--- config.mk ---
export PLATFORM = sky130hd
export DESIGN_NAME = zip_stamp_masking_compare_flat
export DESIGN_NICKNAME = d
export VERILOG_FILES = /design/src/sv/zsmc_pkg.sv /design/src/sv/zsmc_in_if.sv /design/src/sv/zsmc_out_if.sv /design/src/sv/zsmc_lane.sv /design/src/sv/zsmc_merge.sv /design/src/sv/zip_stamp_masking_compare.sv /design/src/flat_wrapper.sv
export SDC_FILE = /design/constraint.sdc
export NUM_CORES = 1
export LEC_CHECK = 0
export ABC_AREA = 1
export BUFFER_PORTS_ARGS = -buffer_cell sky130_fd_sc_hd__clkbuf_2
export CAP_MARGIN = 20
export CORE_ASPECT_RATIO = 0.8
export CORE_MARGIN = 5
export CORE_UTILIZATION = 38
export DETAILED_ROUTE_END_ITERATION = 8
export MAX_ROUTING_LAYER = met4
export PLACE_DENSITY = 0.52
export SLEW_MARGIN = 20
export SYNTH_ARGS = -nofsm -noshare
export SYNTH_HDL_FRONTEND = slang
export SYNTH_SLANG_ARGS = --single-unit
--- constraint.sdc ---
create_clock -name clk -period 10.8 [get_ports clk]
set_input_delay 0.54 -clock clk [delete_from_list [all_inputs] [get_ports clk]]
set_output_delay 0.54 -clock clk [all_outputs]
set_load 0.02 [all_outputs]
--- src/sv/zsmc_pkg.sv ---
// ----------------------------------------------------------------------------
// zsmc_pkg
// types and constants shared by the zip stamp masking compare block
// ----------------------------------------------------------------------------
package zsmc_pkg;

	typedef enum logic [2:0] {
		PH_DLC  = 3'd0,
		PH_LC   = 3'd1,
		PH_C    = 3'd2,
		PH_LH   = 3'd3,
		PH_CH   = 3'd4,
		PH_DONE = 3'd5
	} phase_t;

	localparam int OFF_W  = 6;
	localparam int SKIP_W = 34;

	localparam logic [31:0] SIG_LOCAL = 32'h504B0304;
	localparam logic [31:0] SIG_DESC  = 32'h504B0708;
	localparam logic [31:0] SIG_CENT  = 32'h504B0102;

	localparam int LOCAL_SIZE = 30;
	localparam int CENT_SIZE  = 46;
	localparam int DESC_SIZE  = 16;
	localparam int SIG_SIZE   = 4;

	localparam logic [OFF_W-1:0] LH_STAMP_LO = 6'd10;
	localparam logic [OFF_W-1:0] LH_STAMP_HI = 6'd14;
	localparam logic [OFF_W-1:0] LH_CSIZE    = 6'd18;
	localparam logic [OFF_W-1:0] LH_NAME     = 6'd26;
	localparam logic [OFF_W-1:0] LH_EXTRA    = 6'd28;
	localparam logic [OFF_W-1:0] LH_LAST     = 6'(LOCAL_SIZE - 1);

	localparam logic [OFF_W-1:0] CH_STAMP_LO = 6'd12;
	localparam logic [OFF_W-1:0] CH_STAMP_HI = 6'd16;
	localparam logic [OFF_W-1:0] CH_NAME     = 6'd28;
	localparam logic [OFF_W-1:0] CH_EXTRA    = 6'd30;
	localparam logic [OFF_W-1:0] CH_COMMENT  = 6'd32;
	localparam logic [OFF_W-1:0] CH_LAST     = 6'(CENT_SIZE - 1);

	localparam logic [OFF_W-1:0] SIG_LAST    = 6'(SIG_SIZE - 1);
	localparam logic [OFF_W-1:0] HDR_START   = 6'(SIG_SIZE);

	typedef struct packed {
		logic step;
		logic restart;
		logic desc_fit;
		logic local_fit;
		logic cent_fit;
	} lane_ctrl_t;

	typedef struct packed {
		logic stamp;
		logic sig_local;
	} lane_stat_t;

endpackage

--- src/sv/zsmc_in_if.sv ---
// ----------------------------------------------------------------------------
// zsmc_in_if
// byte pair channel: one byte of each file per transaction
// ----------------------------------------------------------------------------
interface zsmc_in_if;
	logic       valid;
	logic       ready;
	logic [7:0] byte_a;
	logic [7:0] byte_b;

	modport source(output valid, output byte_a, output byte_b, input ready);
	modport sink(input valid, input byte_a, input byte_b, output ready);
endinterface

--- src/sv/zsmc_out_if.sv ---
// ----------------------------------------------------------------------------
// zsmc_out_if
// result channel: one compare verdict per file pair
// ----------------------------------------------------------------------------
interface zsmc_out_if;
	logic valid;
	logic ready;
	logic files_differ;
	logic zip_rules_used;

	modport source(output valid, output files_differ, output zip_rules_used, input ready);
	modport sink(input valid, input files_differ, input zip_rules_used, output ready);
endinterface

--- src/sv/zsmc_lane.sv ---
// ----------------------------------------------------------------------------
// zsmc_lane
// zip header walker for one file, flags time and date bytes of each header
// ----------------------------------------------------------------------------
module zsmc_lane
	import zsmc_pkg::*;
(
	input  logic       clk,
	input  logic       arst_n,
	input  lane_ctrl_t ctrl,
	input  logic [7:0] data,
	output lane_stat_t stat
);

	phase_t              phase_q, phase_n;
	logic [OFF_W-1:0]    off_q, off_n;
	logic [23:0]         win_q, win_n;
	logic [31:0]         csize_q, csize_n;
	logic [15:0]         nlen_q, nlen_n;
	logic [15:0]         elen_q, elen_n;
	logic [15:0]         clen_q, clen_n;
	logic [SKIP_W-1:0]   skip_q, skip_n;
	logic [31:0]         sig;

	assign sig = {win_q, data};

	always_comb begin
		stat.sig_local = (sig == SIG_LOCAL);
		stat.stamp     = 1'b0;
		if (phase_q == PH_LH) begin
			stat.stamp = (off_q >= LH_STAMP_LO) && (off_q < LH_STAMP_HI);
		end else if (phase_q == PH_CH) begin
			stat.stamp = (off_q >= CH_STAMP_LO) && (off_q < CH_STAMP_HI);
		end
	end

	always_comb begin
		phase_n = phase_q;
		off_n   = off_q;
		win_n   = win_q;
		csize_n = csize_q;
		nlen_n  = nlen_q;
		elen_n  = elen_q;
		clen_n  = clen_q;
		skip_n  = skip_q;
		if (ctrl.restart) begin
			phase_n = PH_LC;
			off_n   = '0;
			win_n   = '0;
			csize_n = '0;
			nlen_n  = '0;
			elen_n  = '0;
			clen_n  = '0;
			skip_n  = '0;
		end else if (ctrl.step) begin
			win_n = sig[23:0];
			unique case (phase_q)
				PH_DONE: begin
				end
				PH_LH: begin
					case (off_q)
						LH_CSIZE:         csize_n[7:0]   = data;
						LH_CSIZE + 6'd1:  csize_n[15:8]  = data;
						LH_CSIZE + 6'd2:  csize_n[23:16] = data;
						LH_CSIZE + 6'd3:  csize_n[31:24] = data;
						LH_NAME:          nlen_n[7:0]    = data;
						LH_NAME + 6'd1:   nlen_n[15:8]   = data;
						LH_EXTRA:         elen_n[7:0]    = data;
						LH_EXTRA + 6'd1:  elen_n[15:8]   = data;
						default: begin
						end
					endcase
					if (off_q >= LH_LAST) begin
						skip_n  = SKIP_W'(csize_n) + SKIP_W'(nlen_n) + SKIP_W'(elen_n);
						phase_n = PH_DLC;
						off_n   = '0;
					end else begin
						off_n = off_q + 6'd1;
					end
				end
				PH_CH: begin
					case (off_q)
						CH_NAME:            nlen_n[7:0]  = data;
						CH_NAME + 6'd1:     nlen_n[15:8] = data;
						CH_EXTRA:           elen_n[7:0]  = data;
						CH_EXTRA + 6'd1:    elen_n[15:8] = data;
						CH_COMMENT:         clen_n[7:0]  = data;
						CH_COMMENT + 6'd1:  clen_n[15:8] = data;
						default: begin
						end
					endcase
					if (off_q >= CH_LAST) begin
						skip_n  = SKIP_W'(nlen_n) + SKIP_W'(elen_n) + SKIP_W'(clen_n);
						phase_n = PH_C;
						off_n   = '0;
					end else begin
						off_n = off_q + 6'd1;
					end
				end
				PH_DLC, PH_LC, PH_C: begin
					if (skip_q != '0) begin
						skip_n = skip_q - SKIP_W'(1);
					end else if (off_q < SIG_LAST) begin
						off_n = off_q + 6'd1;
					end else begin
						off_n = '0;
						if (phase_q == PH_DLC && ctrl.desc_fit && sig == SIG_DESC) begin
							skip_n  = SKIP_W'(DESC_SIZE - SIG_SIZE);
							phase_n = PH_LC;
						end else if ((phase_q == PH_DLC || phase_q == PH_LC) &&
							ctrl.local_fit && sig == SIG_LOCAL) begin
							phase_n = PH_LH;
							off_n   = HDR_START;
							csize_n = '0;
							nlen_n  = '0;
							elen_n  = '0;
							clen_n  = '0;
						end else if (ctrl.cent_fit && sig == SIG_CENT) begin
							phase_n = PH_CH;
							off_n   = HDR_START;
							csize_n = '0;
							nlen_n  = '0;
							elen_n  = '0;
							clen_n  = '0;
						end else begin
							phase_n = PH_DONE;
						end
					end
				end
				default: begin
					phase_n = PH_DONE;
				end
			endcase
		end
	end

	always_ff @(posedge clk or negedge arst_n) begin
		if (!arst_n) begin
			phase_q <= PH_LC;
			off_q   <= '0;
			win_q   <= '0;
			csize_q <= '0;
			nlen_q  <= '0;
			elen_q  <= '0;
			clen_q  <= '0;
			skip_q  <= '0;
		end else begin
			phase_q <= phase_n;
			off_q   <= off_n;
			win_q   <= win_n;
			csize_q <= csize_n;
			nlen_q  <= nlen_n;
			elen_q  <= elen_n;
			clen_q  <= clen_n;
			skip_q  <= skip_n;
		end
	end

endmodule

--- src/sv/zsmc_merge.sv ---
// ----------------------------------------------------------------------------
// zsmc_merge
// combines both lanes: masks stamp bytes, tracks mismatch, holds the result
// ----------------------------------------------------------------------------
module zsmc_merge
	import zsmc_pkg::*;
(
	input  logic             clk,
	input  logic             arst_n,
	input  logic             step,
	input  logic             last,
	input  logic             clear,
	input  logic             first_sig,
	input  logic [7:0]       byte_a,
	input  logic [7:0]       byte_b,
	input  lane_stat_t       stat_a,
	input  lane_stat_t       stat_b,
	zsmc_out_if.source       result
);

	logic       both_zip_q, both_zip_n;
	logic       mismatch_q, mismatch_n;
	logic       valid_q;
	logic       differ_q;
	logic       zip_q;
	logic [7:0] masked_a, masked_b;

	always_comb begin
		both_zip_n = first_sig ? (stat_a.sig_local && stat_b.sig_local) : both_zip_q;
		masked_a   = (both_zip_n && stat_a.stamp) ? 8'h00 : byte_a;
		masked_b   = (both_zip_n && stat_b.stamp) ? 8'h00 : byte_b;
		mismatch_n = mismatch_q || (masked_a != masked_b);
	end

	always_ff @(posedge clk or negedge arst_n) begin
		if (!arst_n) begin
			both_zip_q <= 1'b0;
			mismatch_q <= 1'b0;
			valid_q    <= 1'b0;
		end else begin
			if (clear || (step && last)) begin
				both_zip_q <= 1'b0;
				mismatch_q <= 1'b0;
			end else if (step) begin
				both_zip_q <= both_zip_n;
				mismatch_q <= mismatch_n;
			end
			if (step && last) begin
				valid_q <= 1'b1;
			end else if (result.ready) begin
				valid_q <= 1'b0;
			end
		end
	end

	always_ff @(posedge clk) begin
		if (step && last) begin
			differ_q <= mismatch_n;
			zip_q    <= both_zip_n;
		end
	end

	assign result.valid          = valid_q;
	assign result.files_differ   = differ_q;
	assign result.zip_rules_used = zip_q;

endmodule

--- src/sv/zip_stamp_masking_compare.sv ---
// ----------------------------------------------------------------------------
// zip_stamp_masking_compare
// zip aware compare of two equal-length files with time and date masked
// ----------------------------------------------------------------------------
// usage: write the byte count of each file on cfg_wr_en/cfg_wr_data while the
// block is idle; the write also restarts the comparison. then send one byte
// pair per transaction on pair, offset 0 first. a zero length drops all pairs.
// one transaction on result follows the pair at offset length-1; it arrives
// in the cycle after that pair is taken. pairs are taken one per cycle, save
// that the last pair of a file waits while the result channel stalls; both
// lane walkers and the compare update on each pair taken. after the last pair
// all stream state is cleared, so the next file pair can follow at once.
// reset clears the length to zero and puts both walkers before offset 0.
// while the result channel stalls, pairs keep flowing until the last pair of
// the next file, which waits until the held result is taken.
// ----------------------------------------------------------------------------
module zip_stamp_masking_compare
	import zsmc_pkg::*;
#(
	parameter int LENGTH_BITS = 32
) (
	input  logic                   clk,
	input  logic                   arst_n,
	input  logic                   cfg_wr_en,
	input  logic [LENGTH_BITS-1:0] cfg_wr_data,
	zsmc_in_if.sink                pair,
	zsmc_out_if.source             result
);

	localparam int EXT_W = LENGTH_BITS + 1;

	logic [LENGTH_BITS-1:0] len_q;
	logic [LENGTH_BITS-1:0] pos_q;
	logic [EXT_W-1:0]       pos_ext, len_ext;
	logic                   last;
	logic                   step;
	logic                   hold;
	lane_ctrl_t             ctrl;
	lane_stat_t             stat_a, stat_b;

	assign pos_ext = {1'b0, pos_q};
	assign len_ext = {1'b0, len_q};
	assign last    = (len_q != '0) && (pos_ext + EXT_W'(1) == len_ext);
	assign hold    = result.valid && !result.ready;
	assign pair.ready = !(hold && last);
	assign step    = pair.valid && pair.ready && (len_q != '0);

	always_comb begin
		ctrl.step      = step;
		ctrl.restart   = cfg_wr_en || (step && last);
		ctrl.desc_fit  = (pos_ext + EXT_W'(1)) < len_ext;
		ctrl.local_fit = (pos_ext + EXT_W'(LOCAL_SIZE - 3)) < len_ext;
		ctrl.cent_fit  = (pos_ext + EXT_W'(CENT_SIZE - 3)) < len_ext;
	end

	always_ff @(posedge clk or negedge arst_n) begin
		if (!arst_n) begin
			len_q <= '0;
			pos_q <= '0;
		end else begin
			if (cfg_wr_en) begin
				len_q <= cfg_wr_data;
				pos_q <= '0;
			end else if (step) begin
				pos_q <= last ? '0 : pos_q + LENGTH_BITS'(1);
			end
		end
	end

	zsmc_lane u_lane_a (
		.clk    (clk),
		.arst_n (arst_n),
		.ctrl   (ctrl),
		.data   (pair.byte_a),
		.stat   (stat_a)
	);

	zsmc_lane u_lane_b (
		.clk    (clk),
		.arst_n (arst_n),
		.ctrl   (ctrl),
		.data   (pair.byte_b),
		.stat   (stat_b)
	);

	zsmc_merge u_merge (
		.clk       (clk),
		.arst_n    (arst_n),
		.step      (step),
		.last      (last),
		.clear     (cfg_wr_en),
		.first_sig (pos_q == LENGTH_BITS'(SIG_SIZE - 1)),
		.byte_a    (pair.byte_a),
		.byte_b    (pair.byte_b),
		.stat_a    (stat_a),
		.stat_b    (stat_b),
		.result    (result)
	);

endmodule
--- src/flat_wrapper.sv ---
// flat-port wrapper written by rule: the top's interface ports become plain ports
module zip_stamp_masking_compare_flat import zsmc_pkg::*;
#(
	parameter int LENGTH_BITS = 32
)
  (clk, arst_n, cfg_wr_en, cfg_wr_data, pair_valid, pair_byte_a, pair_byte_b, pair_ready, result_valid, result_files_differ, result_zip_rules_used, result_ready);
  zsmc_in_if pair_i ();
  zsmc_out_if result_i ();
  input  logic clk;
  input  logic arst_n;
  input  logic cfg_wr_en;
  input  logic [LENGTH_BITS-1:0] cfg_wr_data;
  input wire logic [$bits(pair_i.valid)-1:0] pair_valid;
  input wire logic [$bits(pair_i.byte_a)-1:0] pair_byte_a;
  input wire logic [$bits(pair_i.byte_b)-1:0] pair_byte_b;
  output wire logic [$bits(pair_i.ready)-1:0] pair_ready;
  output wire logic [$bits(result_i.valid)-1:0] result_valid;
  output wire logic [$bits(result_i.files_differ)-1:0] result_files_differ;
  output wire logic [$bits(result_i.zip_rules_used)-1:0] result_zip_rules_used;
  input wire logic [$bits(result_i.ready)-1:0] result_ready;
  assign pair_i.valid = pair_valid;
  assign pair_i.byte_a = pair_byte_a;
  assign pair_i.byte_b = pair_byte_b;
  assign pair_ready = pair_i.ready;
  assign result_valid = result_i.valid;
  assign result_files_differ = result_i.files_differ;
  assign result_zip_rules_used = result_i.zip_rules_used;
  assign result_i.ready = result_ready;
  zip_stamp_masking_compare #(.LENGTH_BITS(LENGTH_BITS)) u_core (.clk(clk), .arst_n(arst_n), .cfg_wr_en(cfg_wr_en), .cfg_wr_data(cfg_wr_data), .pair(pair_i), .result(result_i));
endmodule
======== After elaboration in Yosys (flattened, before gate mapping) ========
Cells that the tools add are included.
operators by class
  add/subtract/negate cells ............... 16
  $mul .................................... 0
  divide/modulo/power cells ............... 0
  order comparisons ....................... 17
  equal/unequal tests ..................... 61
  shift operators ......................... 0
  mux-type cells .......................... 232
  bitwise gates (word level) .............. 0
  reductions and logical operators ........ 57
operator list
  operator               count
  $mux 8                 114
  $mux 32                17
  $mux 34                14
  $mux 16                22
  $pmux 34 s3            2
  $eq 32x31->1 const B   6
  $pmux 16 s3            4
  $pmux 32 s2            2
  $eq 6x5->1 const B     20
  $lt 33x32->1           3
  $mux 24                4
  $mux 6                 12
  $add 33x16->34         2
  $reduce_bool 34->1     2
  $sub 34x1->34 const B  2
  $add 32x16->33         2
  $mux 3                 22
  $pmux 16 s2            2
  $reduce_and 6->1       10
  $add 17x16->18         2
  $pmux 6 s3             2
  $add 16x16->17         2
  $add 32x1->33 const B  1
  $add 32x5->33 const B  1
  32 further kinds       113
word-level totals
  register bits ........................... 363
  bits in latches ......................... 0
  memory bits (writable) .................. 0
  memory bits (read-only) ................. 0
  output and inout bits ................... 4
  memories kept ........................... 0

======== Logic depth before layout (Yosys ltp) ========
  word-level depth ........................ 16
  mapped depth ............................ 28
  depth with buffers taken out ............ 27

======== Modules after synthesis ========
A second synthesis with hierarchy kept.
unflattened totals
  cell total of the unflattened synthesis .. 5,189
  area, all modules ....................... 33,694.8 um2
by module, submodules not included
  module                       instances  cells each  area an instance (um2)
  zsmc_lane (u_core.u_lane_a)  1          2,057       13,110.1
  zsmc_lane (u_core.u_lane_b)  1          2,041       12,944.9
  zip_stamp_masking_compare    1          1,021       7,175.6
  zsmc_merge                   1          70          464.2

======== Least setup slack after synthesis ========
Ideal clock, no wire load.
  path type ............................... register -> register
  from .................................... reg u_core.pos_q[17]
  to ...................................... reg u_core.u_lane_b.csize_q[14]
  setup time .............................. 0.117 ns
  arrival ................................. 3.808 ns
  required time ........................... 10.683 ns
  setup slack ............................. 6.874 ns
  cell stages (with the launch flop) ...... 27
  path buffers ............................ 3
  clock period less this slack ............ 3.926 ns
  cells stage by stage .................... dfrtp_1 > inv_2 > nor3_1 > inv_1 > nor3_1 > inv_1 > nor4b_1 > nand2_1 > xor2_1 > inv_1 > ha_1 > nand2_1 > inv_1 > nand3_1 > nor3_1 > nand3_1 > nor2_2 > nand4_4 > nand2_4 > buf_6 > clkinv_2 > buf_6 > nand2_1 > nand3_4 > buf_4 > nand2_1 > o21ai_2
on the way
  word-level cells in the longest chain between the ends .. 11
ends and longest elaborated chain
  item                                             RTL line                                                                                           source
  start: declaration                               zip_stamp_masking_compare.sv:33                                                                    logic [LENGTH_BITS-1:0] pos_q;
  start signal: assignment                         zip_stamp_masking_compare.sv:65                                                                    pos_q <= last ? '0 : pos_q + LENGTH_BITS'(1);
  $add 32x5->33 or $add 32x1->33 (tied branches)   zip_stamp_masking_compare.sv:52, zip_stamp_masking_compare.sv:43, zip_stamp_masking_compare.sv:51
  $lt 33x32->1 or $eq 33x32->1 (tied branches)     zip_stamp_masking_compare.sv:52, zip_stamp_masking_compare.sv:43
  $logic_and 1x1->1 (on tied branches)             zsmc_lane.sv:110, zip_stamp_masking_compare.sv:43
  $logic_and 1x1->1 (on tied branches)             zsmc_lane.sv:111, zip_stamp_masking_compare.sv:45
  $mux 32 or $logic_not 1->1 (tied branches)       zsmc_lane.sv:110, zip_stamp_masking_compare.sv:45
  $mux 32 or $logic_and 1x1->1 (tied branches)     zsmc_lane.sv:107, zip_stamp_masking_compare.sv:46
  $mux 32 or $logic_and 1x1->1 (tied branches)     zsmc_lane.sv:103, zip_stamp_masking_compare.sv:46
  $mux 32 or $logic_and 1x1->1 (tied branches)     zsmc_lane.sv:101, zip_stamp_masking_compare.sv:50
  $pmux 32 s2 or $logic_or 1x1->1 (tied branches)  zsmc_lane.sv:57, zip_stamp_masking_compare.sv:50
  $mux 32 (tied with other cells)                  zsmc_lane.sv:55                                                                                    end else if (ctrl.step) begin
  $mux 32 or $reduce_and 6->1 (tied branches)      n/a
  end signal: assignment                           zsmc_lane.sv:151                                                                                   csize_q <= csize_n;
  end: declaration                                 zsmc_lane.sv:18                                                                                    logic [31:0] csize_q, csize_n;
Several ways; a longest one is shown, not always the timed one. The select of a mux whose other input is x is not followed.
A chain may end at the register's enable or synchronous reset.

======== Worst setup path in the final report ========
  from .................................... reg u_core.pos_q[4]
  to ...................................... reg u_core.u_lane_a.clen_q[12]
on the way
  word-level cells in the longest chain between the ends .. 11
ends and longest elaborated chain
  item                                             RTL line                                                                                           source
  $add 32x5->33 or $add 32x1->33 (tied branches)   zip_stamp_masking_compare.sv:52, zip_stamp_masking_compare.sv:43, zip_stamp_masking_compare.sv:51
  $lt 33x32->1 or $eq 33x32->1 (tied branches)     zip_stamp_masking_compare.sv:52, zip_stamp_masking_compare.sv:43
  $logic_and 1x1->1 (on tied branches)             zsmc_lane.sv:110, zip_stamp_masking_compare.sv:43
  $logic_and 1x1->1 (on tied branches)             zsmc_lane.sv:111, zip_stamp_masking_compare.sv:45
  $mux 16 or $logic_not 1->1 (tied branches)       zsmc_lane.sv:110, zip_stamp_masking_compare.sv:45
  $mux 16 or $logic_and 1x1->1 (tied branches)     zsmc_lane.sv:107, zip_stamp_masking_compare.sv:46
  $mux 16 or $logic_and 1x1->1 (tied branches)     zsmc_lane.sv:103, zip_stamp_masking_compare.sv:46
  $mux 16 or $logic_and 1x1->1 (tied branches)     zsmc_lane.sv:101, zip_stamp_masking_compare.sv:50
  $pmux 16 s2 or $logic_or 1x1->1 (tied branches)  zsmc_lane.sv:57, zip_stamp_masking_compare.sv:50
  $mux 16 (tied with other cells)                  zsmc_lane.sv:55
  $mux 16 or $reduce_and 6->1 (tied branches)      n/a
  end signal: assignment                           zsmc_lane.sv:154                                                                                   clen_q <= clen_n;
  end: declaration                                 zsmc_lane.sv:21                                                                                    logic [15:0] clen_q, clen_n;
Several ways; a longest one is shown, not always the timed one. The select of a mux whose other input is x is not followed.

==> results.yml <==
detailed_routing:
  finalWirelength_um: 106900
  dr_total_vias: 29700
  wl_per_cell_um: 19.00
  ant_nets: 0
  drc: 0
  first_iter_violations: 2871
  vias_per_cell: 5.277
  dr.pass1.iters: 6
layout:
  fin_nets: 4774
  final_cells: 5627
  area_growth_pct: 8.141
  final_layout_size_suffix_gt1_share_pct: 7.122
critical_path:
  critPathLaunchType: "flip-flop"
  slowest_stage: "nor3_1"
  crit_top_cell: "nand2_1"
  cp_data_arrival_time_ns: 7.09
  cp_top_family: "simple AND/OR/NAND/NOR gates"
  cp-end-kind: "flip-flop"
  critical_path_class: "reg -> reg"
  critPathMaxFanout: 42
  critPathBufInv: 5
  cp_cell_sequence: "nand2_1 > nor3_1 > inv_1 > nor2_1 > nand2_1 > nor2_1 > nand3_1 > xor2_1 > inv_1 > ha_1 > nand2_1 > inv_1 > nand3_1 > nor3_1 > nand3_1 > nor2_2 > nand4_4 > nand2_4 > clkinv_2 > nand2_2 > buf_4 > nand3_2 > nand2_1 > o21ai_1"
  cp.required_ns: 11.28
  slowest_delay_ns: 0.62
timing:
  worst_clock_skew_ns: 0.03670
  timing.fmax_ghz: 0.1514
  min_period_ns: 6.604
  maxSlewViolCount: 0
  rsz0062_at_grt: "no"
  worst_slack_ns: 4.196
  setup_viol: 0
  fin_setup_tns_ns: 0
  worstMarginPinSlew_ns: 1.102
  max-slew-margin-rel_pct: 26.24
  hold_violations: 0
  post-route-period-util_pct: 61.14
floorplanning:
  rows: 94
  die_h_um: 266.2
  ios: 57
  core_area_um2: 81740
  start_util_pct: 38.13
  die_width_um: 330.2
  die_area_um2: 87890
power:
  fin_total_pwr_mw: 5.153
  vdd_ir_drop_max_mv: 0.1152
  leakage_nw: 16.15
  pwr_density_cell_nw_per_um2: 152.9
clocking:
  cts_tree: "built"
  clock_path_buffers: 3
  cts.clk_slew.worst_paths_ns: 0.06
  clock_sinks: 363
  cts_inserted_buffers: 45
  cts-root-buf: "clkbuf_16"
  worstSkewPairLatency_ns: 0.62
  ctsResizeCount: 0
  htreeDepth: 2
grt:
  antenna_found_initial: 3
  overflow: 0
  grt_max_degree: 157
  grt_pass1_wl_um: 167200
  grt_pass1_vias: 27620
  grt_usage_pct: 24.80
yosys:
  synth_edf_count: 2
  ys.warnings.count: 0
  ys_async_sr_fraction_pct: 99.45
  ys_types: 60
  ys_ff_latch: 363
  netlist.area_leader.share_pct: 28.82
  synth_area_leaders: "dfrtp_1, nand2_1, ha_1, inv_1, o21ai_0"
  synth_top_flop_cell: "dfrtp_1"
  synth_area_leader_cell: "dfrtp_1"
  ys_seq_area_share_pct: 29.18
  syn_avg_cell_area_um2: 6.876
  synth_area_um2: 31170
  syn_nets: 4821
  syn_inst: 4533
outcome:
  status: "complete, no violations"
min_path:
  hold_path_class: "in -> reg"
place:
  pre_cts_slack_ns: 4.393
  dp_hpwl_um: 78090
  port-buffer-count: 56
  dp.cells: 5542
  place_congestion: 0.9191
run:
  cap_viol_max_count: 0
-- what timing repair did --
| action | 4_1_cts | 5_1_grt |
|---|---|---|
| endpoints found under the hold margin | 73 | 0 |
| buffers inserted | 0 | 0 |
| hold buffers | 1 | 0 |
-- cell usage after synthesis, types with 3 or more instances --
cell	number
nand2_1	1078
inv_1	510
nor2_1	495
o21ai_0	373
dfrtp_1	359
nand3_1	252
a21oi_1	193
ha_1	167
o21ai_1	161
xor2_1	128
clkbuf_1	101
nor3_1	88
fa_1	68
nand4_1	65
o22ai_1	59
o21ai_2	54
buf_2	45
o21a_1	36
xnor2_1	32
or2_2	23
inv_2	21
or2_1	21
nor2_2	18
o211ai_1	18
nor4_1	16
buf_4	12
buf_6	12
nand2_2	12
o21bai_1	12
a21o_1	9
o31ai_1	9
nor2_4	7
a31oi_1	6
nand3_2	6
a21boi_0	5
and3_1	5
buf_1	5
nand3b_1	5
nor3_2	5
clkbuf_2	4
nand3_4	4
o221ai_1	4
clkinv_1	3
nand2_4	3
nor3b_1	3
-- worst paths after layout --
kind | from | to | slack, ns | cells after the start
max | u_core.pos_q[4] | u_core.u_lane_a.clen_q[12] | 4.20 | 24
max reg2reg | u_core.pos_q[4] | u_core.u_lane_a.clen_q[12] | 4.20 | 24
min in group asynchronous | arst_n | u_core.u_lane_b.csize_q[12] | 0.50 | 2
min reg2reg | u_core.u_merge.both_zip_q | u_core.u_merge.both_zip_q | 0.47 | 2
max in group asynchronous | arst_n | u_core.len_q[26] | 8.86 | 3
min | cfg_wr_data[23] | u_core.len_q[23] | 0.13 | 3
-- worst register-to-register path: stages, from the launching register on --
cell and delay [ns]:
dfrtp_1 0.46, nand2_1 0.12, nor3_1 0.62, inv_1 0.09, nor2_1 0.22, nand2_1 0.13
nor2_1 0.49, nand3_1 0.18, xor2_1 0.22, inv_1 0.07, ha_1 0.31, nand2_1 0.06
inv_1 0.05, nand3_1 0.05, nor3_1 0.35, nand3_1 0.15, nor2_2 0.21, nand4_4 0.21
nand2_4 0.26, clkinv_2 0.62, nand2_2 0.20, buf_4 0.50, nand3_2 0.62, nand2_1 0.21
o21ai_1 0.09
-- layer usage --
metal  global-route usage, %  up-vias  wire [um]
li1                        -    14750          -
met1                   38.22    13940      54570
met2                   34.35      892      42950
met3                   3.816      114       7502
met4                   4.685        0       1910
met5                       -        -          0
-- registers in the layout, indices dropped and copies added (netlist names), 3 cells and up --
register and count:
u_core.pos_q 32, u_core.u_lane_b.skip_q 34, u_core.u_lane_a.skip_q 34, u_core.u_lane_a.clen_q 16, u_core.u_lane_a.off_q 6, u_core.u_lane_a.win_q 24
u_core.u_lane_a.csize_q 32, u_core.u_lane_b.csize_q 32, u_core.u_lane_b.win_q 24, u_core.u_lane_b.phase_q 3, u_core.u_lane_a.phase_q 3, u_core.u_lane_b.clen_q 16
u_core.len_q 32, u_core.u_lane_b.elen_q 16, u_core.u_lane_a.elen_q 16, u_core.u_lane_b.off_q 6, u_core.u_lane_b.nlen_q 16, u_core.u_lane_a.nlen_q 16
-- power by group --
group	total (mW)	switching (mW)	internal, mW
Clock	1.57	0.679	0.894
Combinational	1.97	1.44	0.536
Sequential	1.61	0.129	1.48
-- cell type report --
type | count | area, um2
antenna | 2 | 5.005
clock inverter | 23 | 250.2
multi-input combinational | 3456 | 19210
fill | 8714 | 48030
sequential | 363 | 9096
inverter | 535 | 2009
clock buffer | 59 | 1219
timing repair buffer | 85 | 535.5
tap | 1104 | 1381
-- stage by stage --
step	util, %	hold WS (ns)	instance area [um2]
6_report	41.24	0.1330	33710
5_1_grt	41.24	0.1258	33710
3_5_place_dp	39.42	0.4562	32220
2_1_floorplan	-	0.2444	31170
4_1_cts	41.23	0.1027	33700
3_3_place_gp	39.42	0.4548	32220
-- kinds of logic after synthesis --
kind of cell / Yosys count / synth area share [%]
xor gates and xnor gates: 160 / 4.496
buffers and inverters: 714 / 9.233
DFF: 363 / 29.18
and+or+nand+nor: 2112 / 28.96
AOI/OAI and AO/OA: 949 / 17.05
adders and majority gates: 235 / 11.07
-- cell usage in the layout (no fill, tap or decap), types with 10 or more instances in the layout --
| cell type | Yosys | routed |
|---|---|---|
| fa_1 | 68 | 68 |
| nor2_1 | 495 | 491 |
| xnor2_1 | 32 | 32 |
| nand3_1 | 252 | 252 |
| inv_2 | 21 | 21 |
| nand2_1 | 1078 | 1076 |
| o21ai_0 | 373 | 373 |
| ha_1 | 167 | 167 |
| dfrtp_1 | 359 | 359 |
| xor2_1 | 128 | 128 |
| nand2_2 | 12 | 14 |
| clkbuf_1 | 101 | 10 |
| o211ai_1 | 18 | 18 |
| inv_1 | 510 | 510 |
| nand4_1 | 65 | 65 |
| clkbuf_16 | 0 | 45 |
| o22ai_1 | 59 | 59 |
| nor4_1 | 16 | 16 |
| clkbuf_2 | 4 | 55 |
| or2_2 | 23 | 23 |
| or2_1 | 21 | 21 |
| a21oi_1 | 193 | 193 |
| nor3_1 | 88 | 88 |
| buf_4 | 12 | 26 |
| o21ai_1 | 161 | 161 |
| nor2_2 | 18 | 22 |
| o21a_1 | 36 | 36 |
| o21ai_2 | 54 | 54 |
| clkinv_2 | 1 | 14 |
| o21bai_1 | 12 | 12 |
Note: power is estimated with default switching activity, not from simulation.
